==> config.mk <==
export PLATFORM = sky130hd
export DESIGN_NAME = rc_pulse_width_capture_failsafe_flat
export DESIGN_NICKNAME = d
export VERILOG_FILES = /design/src/rcpwc_pkg.sv /design/src/rcpwc_if.sv /design/src/rc_pulse_width_capture_failsafe.sv /design/src/rcpwc_csr.sv /design/src/rcpwc_chan_state.sv /design/src/rcpwc_seq.sv /design/src/flat_wrapper.sv
export SDC_FILE = /design/constraint.sdc
export NUM_CORES = 1
export LEC_CHECK = 0
export BUFFER_PORTS_ARGS = -buffer_cell sky130_fd_sc_hd__buf_2
export CORE_MARGIN = 2
export CORE_UTILIZATION = 50
export CTS_BUF_LIST = sky130_fd_sc_hd__clkbuf_8
export DETAILED_ROUTE_END_ITERATION = 10
export PLACE_DENSITY = 0.72
export SLEW_MARGIN = 10
export SYNTH_ARGS = -nofsm -noshare
export SYNTH_HDL_FRONTEND = slang
export SYNTH_SLANG_ARGS = --single-unit
export TNS_END_PERCENT = 20
==> constraint.sdc <==
create_clock -name clock -period 5.1 [get_ports clock]
set_clock_uncertainty 0.05 [all_clocks]
set_input_delay 0.765 -clock clock [delete_from_list [all_inputs] [get_ports clock]]
set_output_delay 0.765 -clock clock [all_outputs]
set_load 0.02 [all_outputs]
==> src/rcpwc_pkg.sv <==
// rcpwc_pkg: shared types and constants for the rc pulse width capture block
// no dependencies; used by every module and interface of the block
`timescale 1ns / 1ps

package rcpwc_pkg;

   // command codes of an input transaction
   localparam logic [1:0] CMD_RISE = 2'd0;
   localparam logic [1:0] CMD_FALL = 2'd1;
   localparam logic [1:0] CMD_TICK = 2'd2;

   // field widths
   localparam int CMD_W   = 2;
   localparam int CHAN_W  = 2;
   localparam int COUNT_W = 16;
   localparam int MISS_W  = 8;

   // miss counter limits
   localparam logic [MISS_W-1:0] MISS_SATURATE    = 8'hFF;
   localparam logic [MISS_W-1:0] MISS_LIMIT_RESET = 8'd10;

   // register map
   localparam int CSR_ADDR_W = 3;
   localparam int CSR_DATA_W = 32;
   localparam logic [CSR_ADDR_W-1:0] ADDR_STOPPED_WIDTH = 3'd0;
   localparam logic [CSR_ADDR_W-1:0] ADDR_MISS_LIMIT    = 3'd4;

   // sequencer states
   typedef enum logic [1:0] {
      ST_IDLE,
      ST_EXEC,
      ST_SWEEP,
      ST_REPORT
   } state_type;

   // sequencer to channel state controls
   typedef struct packed {
      logic load_item;
      logic exec_edge;
      logic sweep_step;
      logic report;
   } ctrl_type;

   // channel state to sequencer status
   typedef struct packed {
      logic [CMD_W-1:0] command;
      logic             sweep_last;
   } status_type;

endpackage

==> src/rcpwc_if.sv <==
// rcpwc_req_if / rcpwc_rsp_if: valid-ready channels for input and result transactions
// depends on rcpwc_pkg for field widths
`timescale 1ns / 1ps

interface rcpwc_req_if;
   logic                           valid;
   logic                           ready;
   logic [rcpwc_pkg::CMD_W-1:0]    command;
   logic [rcpwc_pkg::CHAN_W-1:0]   channel;
   logic [rcpwc_pkg::COUNT_W-1:0]  timer_count;

   modport source (output valid, command, channel, timer_count, input ready);
   modport sink   (input valid, command, channel, timer_count, output ready);
endinterface

interface rcpwc_rsp_if;
   logic                           valid;
   logic                           ready;
   logic [rcpwc_pkg::CHAN_W-1:0]   report_channel;
   logic [rcpwc_pkg::COUNT_W-1:0]  pulse_width;
   logic                           new_pulse;
   logic                           failsafe_active;

   modport source (output valid, report_channel, pulse_width, new_pulse, failsafe_active,
                   input ready);
   modport sink   (input valid, report_channel, pulse_width, new_pulse, failsafe_active,
                   output ready);
endinterface

==> src/rc_pulse_width_capture_failsafe.sv <==
// rc_pulse_width_capture_failsafe: pulse width capture with per-channel failsafe
// an edge transaction is executed and then reported; a tick first sweeps every channel, then is reported
// one transaction at a time: a new input is taken only after the last result is registered; the tick
// sweep walks the miss counters one channel per cycle through one shared adder
// reset: synchronous active high; clears all channel state, stopped width 0, miss limit 10
// depends on rcpwc_pkg, rcpwc_if, rcpwc_csr, rcpwc_chan_state, rcpwc_seq
`timescale 1ns / 1ps

module rc_pulse_width_capture_failsafe #(
   parameter int NUM_CHANNELS = 4
) (
   input  logic                                clock,
   input  logic                                reset,
   rcpwc_req_if.sink                           req_chan,
   rcpwc_rsp_if.source                         rsp_chan,
   input  logic                                psel,
   input  logic                                penable,
   input  logic                                pwrite,
   input  logic [rcpwc_pkg::CSR_ADDR_W-1:0]    paddr,
   input  logic [rcpwc_pkg::CSR_DATA_W-1:0]    pwdata,
   output logic [rcpwc_pkg::CSR_DATA_W-1:0]    prdata,
   output logic                                pready
);

   logic [rcpwc_pkg::COUNT_W-1:0] stopped_width;
   logic [rcpwc_pkg::MISS_W-1:0]  miss_limit;
   rcpwc_pkg::ctrl_type           ctrl;
   rcpwc_pkg::status_type         status;

   // configuration registers
   rcpwc_csr u_csr (
      .clock         (clock),
      .reset         (reset),
      .psel          (psel),
      .penable       (penable),
      .pwrite        (pwrite),
      .paddr         (paddr),
      .pwdata        (pwdata),
      .prdata        (prdata),
      .pready        (pready),
      .stopped_width (stopped_width),
      .miss_limit    (miss_limit)
   );

   // sequencer
   rcpwc_seq u_seq (
      .clock     (clock),
      .reset     (reset),
      .req_valid (req_chan.valid),
      .req_ready (req_chan.ready),
      .rsp_valid (rsp_chan.valid),
      .rsp_ready (rsp_chan.ready),
      .status    (status),
      .ctrl      (ctrl)
   );

   // channel state and shared arithmetic
   rcpwc_chan_state #(
      .NUM_CHANNELS (NUM_CHANNELS)
   ) u_chan_state (
      .clock           (clock),
      .reset           (reset),
      .ctrl            (ctrl),
      .status          (status),
      .req_command     (req_chan.command),
      .req_channel     (req_chan.channel),
      .req_timer_count (req_chan.timer_count),
      .stopped_width   (stopped_width),
      .miss_limit      (miss_limit),
      .out_channel     (rsp_chan.report_channel),
      .out_width       (rsp_chan.pulse_width),
      .out_new_pulse   (rsp_chan.new_pulse),
      .out_failsafe    (rsp_chan.failsafe_active)
   );

`ifndef SYNTHESIS
   // a fresh measurement clears the miss count, so failsafe cannot be set with it
   assert property (@(posedge clock) disable iff (reset)
      rsp_chan.valid && rsp_chan.new_pulse |-> !rsp_chan.failsafe_active)
      else $error("new pulse reported together with failsafe");

   // one transaction at a time: no accept in the cycle after an accept
   assert property (@(posedge clock) disable iff (reset)
      req_chan.valid && req_chan.ready |=> !req_chan.ready)
      else $error("input accepted while a transaction is in progress");

   // a result appears only after the sequencer left idle
   assert property (@(posedge clock) disable iff (reset)
      $rose(rsp_chan.valid) |-> $past(!req_chan.ready))
      else $error("result raised without a transaction in progress");
`endif

endmodule

==> src/rcpwc_csr.sv <==
// rcpwc_csr: apb-style configuration registers (stopped width, miss limit)
// depends on rcpwc_pkg for the register map
`timescale 1ns / 1ps

module rcpwc_csr (
   input  logic                                clock,
   input  logic                                reset,
   input  logic                                psel,
   input  logic                                penable,
   input  logic                                pwrite,
   input  logic [rcpwc_pkg::CSR_ADDR_W-1:0]    paddr,
   input  logic [rcpwc_pkg::CSR_DATA_W-1:0]    pwdata,
   output logic [rcpwc_pkg::CSR_DATA_W-1:0]    prdata,
   output logic                                pready,
   output logic [rcpwc_pkg::COUNT_W-1:0]       stopped_width,
   output logic [rcpwc_pkg::MISS_W-1:0]        miss_limit
);

   logic [rcpwc_pkg::COUNT_W-1:0] stopped_ff, stopped_in;
   logic [rcpwc_pkg::MISS_W-1:0]  limit_ff, limit_in;
   logic                          wr_en;

   assign pready = 1'b1;
   assign wr_en  = psel && penable && pwrite;

   // register write decode
   always_comb begin
      stopped_in = stopped_ff;
      limit_in   = limit_ff;
      if (wr_en) begin
         case (paddr)
            rcpwc_pkg::ADDR_STOPPED_WIDTH: stopped_in = pwdata[rcpwc_pkg::COUNT_W-1:0];
            rcpwc_pkg::ADDR_MISS_LIMIT:    limit_in   = pwdata[rcpwc_pkg::MISS_W-1:0];
            default: ;
         endcase
      end
   end

   always_ff @(posedge clock) begin
      if (reset) begin
         stopped_ff <= '0;
         limit_ff   <= rcpwc_pkg::MISS_LIMIT_RESET;
      end else begin
         stopped_ff <= stopped_in;
         limit_ff   <= limit_in;
      end
   end

   // read mux
   always_comb begin
      case (paddr)
         rcpwc_pkg::ADDR_STOPPED_WIDTH: prdata = rcpwc_pkg::CSR_DATA_W'(stopped_ff);
         rcpwc_pkg::ADDR_MISS_LIMIT:    prdata = rcpwc_pkg::CSR_DATA_W'(limit_ff);
         default:                       prdata = '0;
      endcase
   end

   assign stopped_width = stopped_ff;
   assign miss_limit    = limit_ff;

endmodule

==> src/rcpwc_chan_state.sv <==
// rcpwc_chan_state: per-channel state, captured transaction and the shared adder/comparator
// depends on rcpwc_pkg for types and constants
`timescale 1ns / 1ps

module rcpwc_chan_state #(
   parameter int NUM_CHANNELS = 4
) (
   input  logic                                clock,
   input  logic                                reset,
   input  rcpwc_pkg::ctrl_type                 ctrl,
   output rcpwc_pkg::status_type               status,
   input  logic [rcpwc_pkg::CMD_W-1:0]         req_command,
   input  logic [rcpwc_pkg::CHAN_W-1:0]        req_channel,
   input  logic [rcpwc_pkg::COUNT_W-1:0]       req_timer_count,
   input  logic [rcpwc_pkg::COUNT_W-1:0]       stopped_width,
   input  logic [rcpwc_pkg::MISS_W-1:0]        miss_limit,
   output logic [rcpwc_pkg::CHAN_W-1:0]        out_channel,
   output logic [rcpwc_pkg::COUNT_W-1:0]       out_width,
   output logic                                out_new_pulse,
   output logic                                out_failsafe
);

   localparam int IDX_W = (NUM_CHANNELS > 1) ? $clog2(NUM_CHANNELS) : 1;
   localparam logic [IDX_W-1:0] LAST_IDX = IDX_W'(NUM_CHANNELS - 1);

   // captured transaction
   logic [rcpwc_pkg::CMD_W-1:0]   cmd_ff;
   logic [rcpwc_pkg::CHAN_W-1:0]  chan_ff;
   logic [rcpwc_pkg::COUNT_W-1:0] count_ff;
   logic                          fresh_ff, fresh_in;
   logic [IDX_W-1:0]              idx_ff, idx_in;

   // channel state
   logic [rcpwc_pkg::COUNT_W-1:0] start_ff [NUM_CHANNELS];
   logic [rcpwc_pkg::COUNT_W-1:0] start_in [NUM_CHANNELS];
   logic [rcpwc_pkg::COUNT_W-1:0] held_ff  [NUM_CHANNELS];
   logic [rcpwc_pkg::COUNT_W-1:0] held_in  [NUM_CHANNELS];
   logic [rcpwc_pkg::MISS_W-1:0]  miss_ff  [NUM_CHANNELS];
   logic [rcpwc_pkg::MISS_W-1:0]  miss_in  [NUM_CHANNELS];

   // result register
   logic [rcpwc_pkg::CHAN_W-1:0]  rchan_ff;
   logic [rcpwc_pkg::COUNT_W-1:0] rwidth_ff;
   logic                          rnew_ff;
   logic                          rfs_ff;

   logic                          chan_valid;
   logic [IDX_W-1:0]              chan_idx;
   logic [rcpwc_pkg::COUNT_W-1:0] sel_start;
   logic [rcpwc_pkg::COUNT_W-1:0] sel_held;
   logic [rcpwc_pkg::MISS_W-1:0]  sel_miss;
   logic [rcpwc_pkg::COUNT_W-1:0] op_a, op_b, sum;
   logic                          op_cin;
   logic [rcpwc_pkg::MISS_W-1:0]  cmp_a;
   logic                          over;

   assign chan_valid = 32'(chan_ff) < 32'(NUM_CHANNELS);
   assign chan_idx   = IDX_W'(chan_ff);

   // one entry read per cycle at the sequencer index
   assign sel_start = start_ff[idx_ff];
   assign sel_held  = held_ff[idx_ff];
   assign sel_miss  = miss_ff[idx_ff];

   // shared adder: width difference on a falling edge, saturating increment on a sweep
   always_comb begin
      if (ctrl.sweep_step) begin
         op_a   = rcpwc_pkg::COUNT_W'(sel_miss);
         op_b   = '0;
         op_cin = (sel_miss != rcpwc_pkg::MISS_SATURATE);
      end else begin
         op_a   = count_ff;
         op_b   = ~sel_start;
         op_cin = 1'b1;
      end
      sum = rcpwc_pkg::COUNT_W'(op_a + op_b + rcpwc_pkg::COUNT_W'(op_cin));
   end

   // shared limit comparator
   assign cmp_a = ctrl.sweep_step ? sum[rcpwc_pkg::MISS_W-1:0] : sel_miss;
   assign over  = cmp_a > miss_limit;

   // next state of the captured transaction and the index
   always_comb begin
      idx_in   = idx_ff;
      fresh_in = fresh_ff;
      if (ctrl.load_item) begin
         fresh_in = 1'b0;
         idx_in   = (req_command == rcpwc_pkg::CMD_TICK) ? '0 : IDX_W'(req_channel);
      end else if (ctrl.sweep_step) begin
         idx_in = (idx_ff == LAST_IDX) ? chan_idx : IDX_W'(idx_ff + 1'b1);
      end else if (ctrl.exec_edge && chan_valid && cmd_ff == rcpwc_pkg::CMD_FALL) begin
         fresh_in = 1'b1;
      end
   end

   // channel state updates
   always_comb begin
      start_in = start_ff;
      held_in  = held_ff;
      miss_in  = miss_ff;
      if (ctrl.exec_edge && chan_valid) begin
         case (cmd_ff)
            rcpwc_pkg::CMD_RISE: start_in[idx_ff] = count_ff;
            rcpwc_pkg::CMD_FALL: begin
               held_in[idx_ff] = sum;
               miss_in[idx_ff] = '0;
            end
            default: ;
         endcase
      end
      if (ctrl.sweep_step) begin
         miss_in[idx_ff] = sum[rcpwc_pkg::MISS_W-1:0];
         if (over) begin
            held_in[idx_ff] = stopped_width;
         end
      end
   end

   always_ff @(posedge clock) begin
      if (reset) begin
         idx_ff   <= '0;
         fresh_ff <= 1'b0;
         for (int i = 0; i < NUM_CHANNELS; i++) begin
            start_ff[i] <= '0;
            held_ff[i]  <= '0;
            miss_ff[i]  <= '0;
         end
      end else begin
         idx_ff   <= idx_in;
         fresh_ff <= fresh_in;
         start_ff <= start_in;
         held_ff  <= held_in;
         miss_ff  <= miss_in;
      end
   end

   // transaction capture and result register
   always_ff @(posedge clock) begin
      if (ctrl.load_item) begin
         cmd_ff   <= req_command;
         chan_ff  <= req_channel;
         count_ff <= req_timer_count;
      end
      if (ctrl.report) begin
         rchan_ff  <= chan_ff;
         rwidth_ff <= chan_valid ? sel_held : '0;
         rnew_ff   <= chan_valid && fresh_ff;
         rfs_ff    <= chan_valid && over;
      end
   end

   assign status.command    = cmd_ff;
   assign status.sweep_last = (idx_ff == LAST_IDX);

   assign out_channel   = rchan_ff;
   assign out_width     = rwidth_ff;
   assign out_new_pulse = rnew_ff;
   assign out_failsafe  = rfs_ff;

endmodule

==> src/rcpwc_seq.sv <==
// rcpwc_seq: sequencer that steps one transaction through execute, a sweep for ticks, and report
// depends on rcpwc_pkg for state and control types
`timescale 1ns / 1ps

module rcpwc_seq (
   input  logic                   clock,
   input  logic                   reset,
   input  logic                   req_valid,
   output logic                   req_ready,
   output logic                   rsp_valid,
   input  logic                   rsp_ready,
   input  rcpwc_pkg::status_type  status,
   output rcpwc_pkg::ctrl_type    ctrl
);

   rcpwc_pkg::state_type state_ff, state_in;
   logic                 rsp_valid_ff, rsp_valid_in;

   always_ff @(posedge clock) begin
      if (reset) begin
         state_ff     <= rcpwc_pkg::ST_IDLE;
         rsp_valid_ff <= 1'b0;
      end else begin
         state_ff     <= state_in;
         rsp_valid_ff <= rsp_valid_in;
      end
   end

   // next state and controls
   always_comb begin
      state_in     = state_ff;
      ctrl         = '0;
      req_ready    = 1'b0;
      rsp_valid_in = rsp_valid_ff && !rsp_ready;
      case (state_ff)
         rcpwc_pkg::ST_IDLE: begin
            req_ready = 1'b1;
            if (req_valid) begin
               ctrl.load_item = 1'b1;
               state_in       = rcpwc_pkg::ST_EXEC;
            end
         end
         rcpwc_pkg::ST_EXEC: begin
            if (status.command == rcpwc_pkg::CMD_TICK) begin
               state_in = rcpwc_pkg::ST_SWEEP;
            end else begin
               ctrl.exec_edge = 1'b1;
               state_in       = rcpwc_pkg::ST_REPORT;
            end
         end
         rcpwc_pkg::ST_SWEEP: begin
            ctrl.sweep_step = 1'b1;
            if (status.sweep_last) begin
               state_in = rcpwc_pkg::ST_REPORT;
            end
         end
         rcpwc_pkg::ST_REPORT: begin
            // wait until the result register is free
            if (!rsp_valid_ff || rsp_ready) begin
               ctrl.report  = 1'b1;
               rsp_valid_in = 1'b1;
               state_in     = rcpwc_pkg::ST_IDLE;
            end
         end
         default: state_in = rcpwc_pkg::ST_IDLE;
      endcase
   end

   assign rsp_valid = rsp_valid_ff;

endmodule

==> src/flat_wrapper.sv <==
// flat-port wrapper written by rule: the top's interface ports become plain ports
module rc_pulse_width_capture_failsafe_flat 
#(
   parameter int NUM_CHANNELS = 4
)
  (clock, reset, psel, penable, pwrite, paddr, pwdata, prdata, pready, req_chan_valid, req_chan_command, req_chan_channel, req_chan_timer_count, req_chan_ready, rsp_chan_valid, rsp_chan_report_channel, rsp_chan_pulse_width, rsp_chan_new_pulse, rsp_chan_failsafe_active, rsp_chan_ready);
  rcpwc_req_if req_chan_i ();
  rcpwc_rsp_if rsp_chan_i ();
  input  logic clock;
  input  logic reset;
  input  logic psel;
  input  logic penable;
  input  logic pwrite;
  input  logic [rcpwc_pkg::CSR_ADDR_W-1:0] paddr;
  input  logic [rcpwc_pkg::CSR_DATA_W-1:0] pwdata;
  output logic [rcpwc_pkg::CSR_DATA_W-1:0] prdata;
  output logic pready;
  input wire logic [$bits(req_chan_i.valid)-1:0] req_chan_valid;
  input wire logic [$bits(req_chan_i.command)-1:0] req_chan_command;
  input wire logic [$bits(req_chan_i.channel)-1:0] req_chan_channel;
  input wire logic [$bits(req_chan_i.timer_count)-1:0] req_chan_timer_count;
  output wire logic [$bits(req_chan_i.ready)-1:0] req_chan_ready;
  output wire logic [$bits(rsp_chan_i.valid)-1:0] rsp_chan_valid;
  output wire logic [$bits(rsp_chan_i.report_channel)-1:0] rsp_chan_report_channel;
  output wire logic [$bits(rsp_chan_i.pulse_width)-1:0] rsp_chan_pulse_width;
  output wire logic [$bits(rsp_chan_i.new_pulse)-1:0] rsp_chan_new_pulse;
  output wire logic [$bits(rsp_chan_i.failsafe_active)-1:0] rsp_chan_failsafe_active;
  input wire logic [$bits(rsp_chan_i.ready)-1:0] rsp_chan_ready;
  assign req_chan_i.valid = req_chan_valid;
  assign req_chan_i.command = req_chan_command;
  assign req_chan_i.channel = req_chan_channel;
  assign req_chan_i.timer_count = req_chan_timer_count;
  assign req_chan_ready = req_chan_i.ready;
  assign rsp_chan_valid = rsp_chan_i.valid;
  assign rsp_chan_report_channel = rsp_chan_i.report_channel;
  assign rsp_chan_pulse_width = rsp_chan_i.pulse_width;
  assign rsp_chan_new_pulse = rsp_chan_i.new_pulse;
  assign rsp_chan_failsafe_active = rsp_chan_i.failsafe_active;
  assign rsp_chan_i.ready = rsp_chan_ready;
  rc_pulse_width_capture_failsafe #(.NUM_CHANNELS(NUM_CHANNELS)) u_core (.clock(clock), .reset(reset), .req_chan(req_chan_i), .rsp_chan(rsp_chan_i), .psel(psel), .penable(penable), .pwrite(pwrite), .paddr(paddr), .pwdata(pwdata), .prdata(prdata), .pready(pready));
endmodule
# Word-level counts from Yosys, hierarchy flattened
# Index checks and enable logic that the tools add are counted.
[word_totals]
in_bits = 62
wordCells = 114
reg_bits = 230
[classes]
bitwise = 5
n_eq_ne = 12
muxes = 48
n_lt_le_gt_ge = 3
add_sub_neg = 3
reduce_logical = 18
[ops]
columns = ["operator", "n"]
rows = [
  ["$mux 64", 4],
  ["$bwmux 64", 3],
  ["$mux 16", 7],
  ["$mux 32", 3],
  ["$bmux 16 s2", 2],
  ["$and 32x32->32", 1],
  ["$bwmux 32", 1],
  ["$demux 16 s2", 1],
  ["$mux 8", 4],
  ["$not 32->32", 1],
  ["$pmux 16 s2", 1],
  ["$add 16x1->16", 1],
  ["$add 16x16->16", 1],
  ["$bmux 8 s2", 1],
  ["$demux 8 s2", 1],
  ["$not 16->16", 1],
  ["$mux 2", 7],
  ["$mux 1", 12],
  ["$eq 2x2->1 const B", 5],
  ["$gt 8x8->1", 1],
  ["$ne 8x8->1 const B", 1],
  ["$pmux 2 s4", 1],
  ["$reduce_and 2->1", 4],
  ["$logic_and 1x1->1", 5],
  ["16 further kinds", 20],
]

# Logic depth before layout (Yosys ltp)
[depth]
ltp_word = 14
ltp_mapped = 25

# Modules after synthesis
# A second synthesis with hierarchy kept.
[unflattened]
hier_cells = 1292
hier_area_um2 = 11738.8
[by_module_without_submodules]
columns = ["mod", "area_per_inst_um2", "instances", "seq_area_each_um2", "cells_per_inst"]
rows = [
  ["rcpwc_chan_state", 10079.7, 1, 4464.3, 1119],
  ["rcpwc_csr", 1407.6, 1, 480.5, 146],
  ["rcpwc_seq", 251.5, 1, 60.1, 27],
]

# Worst setup path before layout
# No wires, ideal clock.
[synth_timing]
path_kind = "reg2reg"
from = "register u_core.u_seq.state_ff[0]"
to = "register u_core.u_chan_state.held_ff[3] (netlist name)"
slack_ns = 0.258
t_arrival_ns = 4.701
required_ns = 4.959
path_stages_with_launch = 25
setup_ns = 0.091
cell_sequence = "dfxtp_1 > inv_1 > ha_1 > clkbuf_1 > buf_1 > buf_2 > nand2_1 > nor2_1 > nand4_1 > fa_1 > inv_1 > fa_1 > inv_1 > a21o_1 > a221o_1 > xor2_1 > nand2_1 > nand2_1 > ha_1 > nand4_1 > o32a_1 > nand2_1 > buf_2 > nor2_1 > a311oi_1"
[synth_between]
elab_cells_between_ends = 17
[synth_rtl]
columns = ["element", "line_no", "text"]
rows = [
  ["from (decl)", "rcpwc_seq.sv:16", "rcpwc_pkg::state_type state_ff, state_in;"],
  ["from (signal assigned)", "rcpwc_seq.sv:21", "state_ff <= rcpwc_pkg::ST_IDLE;"],
  ["from (signal assigned)", "rcpwc_seq.sv:24", "state_ff <= state_in;"],
  ["$eq 2x2->1 (*)", "rcpwc_seq.sv:35", "case (state_ff)"],
  ["$mux 1 (*)", "rcpwc_seq.sv:35", ""],
  ["$mux 16", "rcpwc_chan_state.sv:67", "if (ctrl.sweep_step) begin"],
  ["$add 16x16->16", "rcpwc_chan_state.sv:76", "sum = rcpwc_pkg::COUNT_W'(op_a + op_b + rcpwc_pkg::COUNT_W'(op_cin));"],
  ["$add 16x1->16", "rcpwc_chan_state.sv:76", ""],
  ["$mux 8 (*)", "rcpwc_chan_state.sv:80", "assign cmp_a = ctrl.sweep_step ? sum[rcpwc_pkg::MISS_W-1:0] : sel_miss;"],
  ["$gt 8x8->1 (*)", "rcpwc_chan_state.sv:81", "assign over = cmp_a > miss_limit;"],
  ["net u_core.u_chan_state.over", "rcpwc_chan_state.sv:55", "logic over;"],
  ["$mux 64 (*)", "rcpwc_chan_state.sv:114", "if (over) begin"],
  ["$mux 64 (*)", "rcpwc_chan_state.sv:112", "if (ctrl.sweep_step) begin"],
  ["to (signal assigned)", "rcpwc_chan_state.sv:133", "held_ff <= held_in;"],
  ["to (decl)", "rcpwc_chan_state.sv:36", "logic [rcpwc_pkg::COUNT_W-1:0] held_ff [NUM_CHANNELS];"],
]
# Mark *: on every way through the listed nets, which the timed path passes. The rest lies on a longest branch.
# A chain may end at the register's enable or synchronous reset.

# Worst setup path in the final report
[layout_timing]
from = "register u_core.u_chan_state.idx_ff[0]"
to = "register u_core.u_chan_state.held_ff[42] (netlist name)"
[layout_between]
elab_cells_between_ends = 27
[layout_rtl]
columns = ["element", "line_no", "text"]
rows = [
  ["from (decl)", "rcpwc_chan_state.sv:31", "logic [IDX_W-1:0] idx_ff, idx_in;"],
  ["from (signal assigned)", "rcpwc_chan_state.sv:130", "idx_ff <= idx_in;"],
  ["$not 2->3 (not written as such) (*)", "rcpwc_chan_state.sv:61, rcpwc_chan_state.sv:63", ""],
  ["$bmux 16 s2", "rcpwc_chan_state.sv:61", "assign sel_start = start_ff[idx_ff];"],
  ["$mux 16 (not written as such) (2 in a row)", "rcpwc_chan_state.sv:61", ""],
  ["$not 16->16", "rcpwc_chan_state.sv:73", "op_b = ~sel_start;"],
  ["$mux 16", "rcpwc_chan_state.sv:67", ""],
  ["$add 16x16->16", "rcpwc_chan_state.sv:76", ""],
  ["$add 16x1->16", "rcpwc_chan_state.sv:76", ""],
  ["$mux 8 (*)", "rcpwc_chan_state.sv:80", ""],
  ["$gt 8x8->1 (*)", "rcpwc_chan_state.sv:81", ""],
  ["net u_core.u_chan_state.over", "rcpwc_chan_state.sv:55", ""],
  ["$mux 64 (*)", "rcpwc_chan_state.sv:114", ""],
  ["$mux 64 (*)", "rcpwc_chan_state.sv:112", ""],
]
# Mark *: on every way through the listed nets, which the timed path passes. The rest lies on a longest branch. The select of a mux whose other input is x is not followed.

==> summary.md <==
The tools report the post-placement setup slack as 0.138 ns. The post-synthesis instance total is 1,261. The tools report the area of the mapped netlist as 11,200 sq um. The startpoint identified for the worst hold timing path is req_chan_timer_count[9]. For the static leakage, the log shows 4.79 nW. In this run the worst setup path begins at u_core.u_chan_state.idx_ff[0]. The worst setup slack for register-to-register paths was 0.32 ns; the highest clock rate was 0.209 GHz.

The first-pass GRT wire length was 46,800 um. Final-report max-slew violation count: 0. Measured along the y axis, the die boundary spans 153 um.

The worst setup path is captured at a flip-flop. The finished cells cover 12,600 sq um. Along the worst path, the maximum fanout reaches 31. In the routed layout, each cell is associated on average with a via count of 5.75.

The number of flip-flops and latches in the synthesized netlist was 230; the detailed-route via count was 9,348. Fill cells in the final layout number 1,929. Number of top-level pins: 117.

The tool flagged a number of max-cap violations equal to 0. Share of the core filled with cells: 0.574. The area growth from synthesis to layout is 12.7%.

The initial antenna violation count is 0. STA puts the critical path data required time at 5.48 ns. The number of sinks on the clock net was 230; the number of buffers inserted to repair setup after CTS was 0. The tools report the worst reg2reg path startpoint as u_core.u_chan_state.idx_ff[0].

In this run, synthesis inferred 40 flip-flops with an integrated enable. Of all cell types, the one taking the most synthesized area is dfxtp_1. The worst register-to-register path ends at u_core.u_chan_state.held_ff[42]. The congestion estimate from routability-driven global placement came to 0.842.

The path class of the tightest hold or removal check is primary input to flip-flop. Slowest cell on the critical path: mux4_2. Once routing completed, OpenROAD measured the worst setup slack at 0.324 ns.

The power density normalized to cell area is 549 nW/um^2, and the post-route fraction of the period consumed by the critical path is 0.937. For the worst slew margin relative to its limit, the log shows 0.228. The hold violation count in the final report is 0. For the worst flop-to-flop path, the logic depth is 19. The run finished with clean final reports.

TritonCTS built the clock tree. Post-route DRC violation count: 0. Entering global routing, the biggest net connects 71 pins.

For this run, the detailed router's first-pass iteration total came to 5. Setup violations remaining at the end of the flow were counted as 0. STA classifies the critical path startpoint as a flip-flop.

For the pin with the worst max-slew slack, the measured transition is 1.15 ns. The global-route congestion overflow total is 0. The data arrival time of the critical path is 5.16 ns.

After legalization and detailed placement, the total HPWL measured 19,400 um. The tools report the core area as 21,900 sq um. From left edge to right edge, the die measures 153 um. Area share of the largest cell type after synthesis: 0.341. The shortest clock period the worst path allows after layout was 4.78 ns; the count of yosys warnings during synthesis was 0. Following the worst setup path forward leads to its endpoint at u_core.u_chan_state.held_ff[42].

The first routing iteration left 715 violations. The number of clock buffers added by TritonCTS is 39. The overall routing resource usage was 0.244.

The root cell of the clock tree was clkbuf_8. By area the synthesized netlist is led by dfxtp_1, edfxtp_1, nand2_1. The most repeated library cell on the critical path is nand2_1. The critical path in this run is classified as flip-flop to flip-flop.

The tools report the total power of the final layout as 6.90 mW. The floorplan has 54 rows. Wires add up to 29,200 um. The clock tree synthesis step divided the H-tree into 2 levels. Stage delay of the slowest cell on the critical path: 0.58 ns.

The routed length per instance is 17.9 um, and the total die area is 23,500 sq um. The count of buffers added on input and output ports is 83. The share of final-layout standard cells stronger than drive strength 1 was 0.170.

Each instance of the synthesized netlist takes up on average 8.84 sq um. The primary flip-flop cell chosen by synthesis mapping was dfxtp_1. Across the VDD grid, the largest voltage drop is 0.335 mV. For the number of global-route vias before repair, the log shows 9,030. After clock tree synthesis, the clock-pin slew on the worst setup and hold paths is 0.06 ns. The post-synthesis async set-or-reset flop share is 0, and the register area share after synthesis is 0.449.

The netlist uses 52 different library cells. Traced cell by cell, the critical path runs through mux4_2, nand2_1, o21ai_0, fa_1, inv_1, fa_1, inv_1, a21o_1, a221o_1, xor2_1, nand2_1, nand2_1, ha_1, nand4_1, o32a_2, nand2_1, buf_12, nor2_1, a311oi_1. The worst-case clock buffer depth is 3, and the later-pin clock latency in the skew report is 0.55 ns. In this run the cell area measured after placement is 11,700 sq um. The remaining antenna violation count was 0; the effective utilization at floorplan was 0.509. In the final design database the tool counted 1,410 nets.
-- logic make-up (layout without fill, tap and decap cells) --
| logic type | Yosys count | in the layout | share of synthesized area |
|---|---|---|---|
| AOI/OAI and AO/OA | 250 | 250 | 0.144 |
| xor gates and xnor gates | 14 | 14 | 0.0123 |
| adders and majority gates | 32 | 32 | 0.0372 |
| buffers and inverters | 133 | 203 | 0.0532 |
| DFF | 230 | 230 | 0.449 |
| muxes | 69 | 69 | 0.107 |
| other | 2 | 18 | 0.000673 |
| and+or+nand+nor | 531 | 531 | 0.197 |
-- layout make-up --
class	count	area, sq um	area share
antenna	1	2.50	0.000199
clock buffer	47	647	0.0514
clock inverter	24	213	0.0169
inverter	23	86.3	0.00687
multi-input combinational	913	5620	0.447
sequential	230	5010	0.398
tap	280	350	0.0279
timing repair buffer	109	651	0.0517
-- how the worst min path moves through the flow --
| stage | end | slack (ns) | cells after the start |
|---|---|---|---|
| CTS | u_core.u_chan_state.count_ff[9] | 0.33 | 1 |
| global placement | u_core.u_chan_state.out_new_pulse | 0.37 | 0 |
| floorplan | u_core.u_chan_state.out_new_pulse | 0.36 | 0 |
| detailed placement | u_core.u_chan_state.out_new_pulse | 0.38 | 0 |
| global route | u_core.u_chan_state.count_ff[15] | 0.32 | 1 |
| finish | u_core.u_chan_state.count_ff[9] | 0.35 | 1 |
-- synthesized netlist by cell type, types with 10 or more instances --
master    instances
a21oi_1         131
o21ai_0          10
buf_1            10
nor2_1          145
a31oi_1          15
a211oi_1         21
inv_1            23
mux4_2           40
ha_1             30
clkbuf_1         61
buf_2            21
nand2_1         304
nand3_1          21
a311oi_1         44
dfxtp_1         190
buf_4            18
mux2i_1          23
and2_1           24
nor2b_1          12
edfxtp_1         40
-- layer usage --
metal | vias to the layer above | GRT usage | wire length (um)
met3 | 71 | 0.0476 | 2030
met5 | - | 0 | 0
met1 | 4459 | 0.319 | 12300
met4 | 0 | 0.0896 | 939
met2 | 356 | 0.404 | 13900
li1 | 4462 | - | -
-- cell usage in the layout, fill, tap and decap left out, types with 7 or more instances in the layout --
| cell type | count |
|---|---|
| nand2_1 | 304 |
| dfxtp_1 | 188 |
| nor2_1 | 145 |
| a21oi_1 | 131 |
| buf_2 | 82 |
| clkbuf_8 | 47 |
| a311oi_1 | 44 |
| mux4_2 | 40 |
| edfxtp_1 | 40 |
| inv_1 | 34 |
| ha_1 | 30 |
| and2_1 | 24 |
| buf_4 | 24 |
| mux2i_1 | 23 |
| a211oi_1 | 21 |
| nand3_1 | 21 |
| conb_1 | 17 |
| a31oi_1 | 15 |
| nor2b_1 | 11 |
| o21ai_0 | 10 |
| clkinv_2 | 7 |
-- flip-flops by register name, indices dropped and copies added (netlist names) --
signal	cells
u_core.u_chan_state.held_ff	64
u_core.u_chan_state.start_ff	64
u_core.u_chan_state.miss_ff	32
u_core.u_chan_state.count_ff	16
u_core.u_chan_state.out_width	16
u_core.u_csr.stopped_width	16
u_core.u_csr.miss_limit	8
u_core.u_chan_state.chan_ff	2
u_core.u_chan_state.cmd_ff	2
u_core.u_chan_state.idx_ff	2
u_core.u_chan_state.out_channel	2
u_core.u_seq.state_ff	2
u_core.u_chan_state.fresh_ff	1
u_core.u_chan_state.out_failsafe	1
u_core.u_chan_state.out_new_pulse	1
u_core.u_seq.rsp_valid	1
-- where the power goes --
part | switching [mW] | total (mW) | internal [mW]
clock network | 0.759 | 1.80 | 1.04
logic | 1.85 | 2.89 | 1.04
registers | 0.145 | 2.21 | 2.06
-- stage by stage --
stage          hold slack (ns)  std cells  setup TNS [ns]
5_1_grt                  0.324       1626        -0.00635
4_1_cts                  0.331       1626               0
2_1_floorplan            0.359       1276               0
3_3_place_gp             0.372       1555               0
3_5_place_dp             0.375       1555               0
6_report                 0.346       1627               0
-- critical path: cells and delay by family (launching register included) --
kind	cells	cell delay [ns]
XOR/XNOR	1	0.19
buffers and inverters	3	0.35
adder cells (fa/ha/maj)	3	0.90
AO/OA/AOI/OAI	5	1.49
flip-flops	1	0.50
multiplexers	1	0.58
AND/OR/NAND/NOR	6	0.59
-- timing repair --
item                                    in CTS  in global routing
hold endpoints to repair                     0                  0
resized for setup                            0                  2
hold buffers                                 0                  0
endpoints found under the setup margin       0                 56
(Power assumes the default switching activity.)
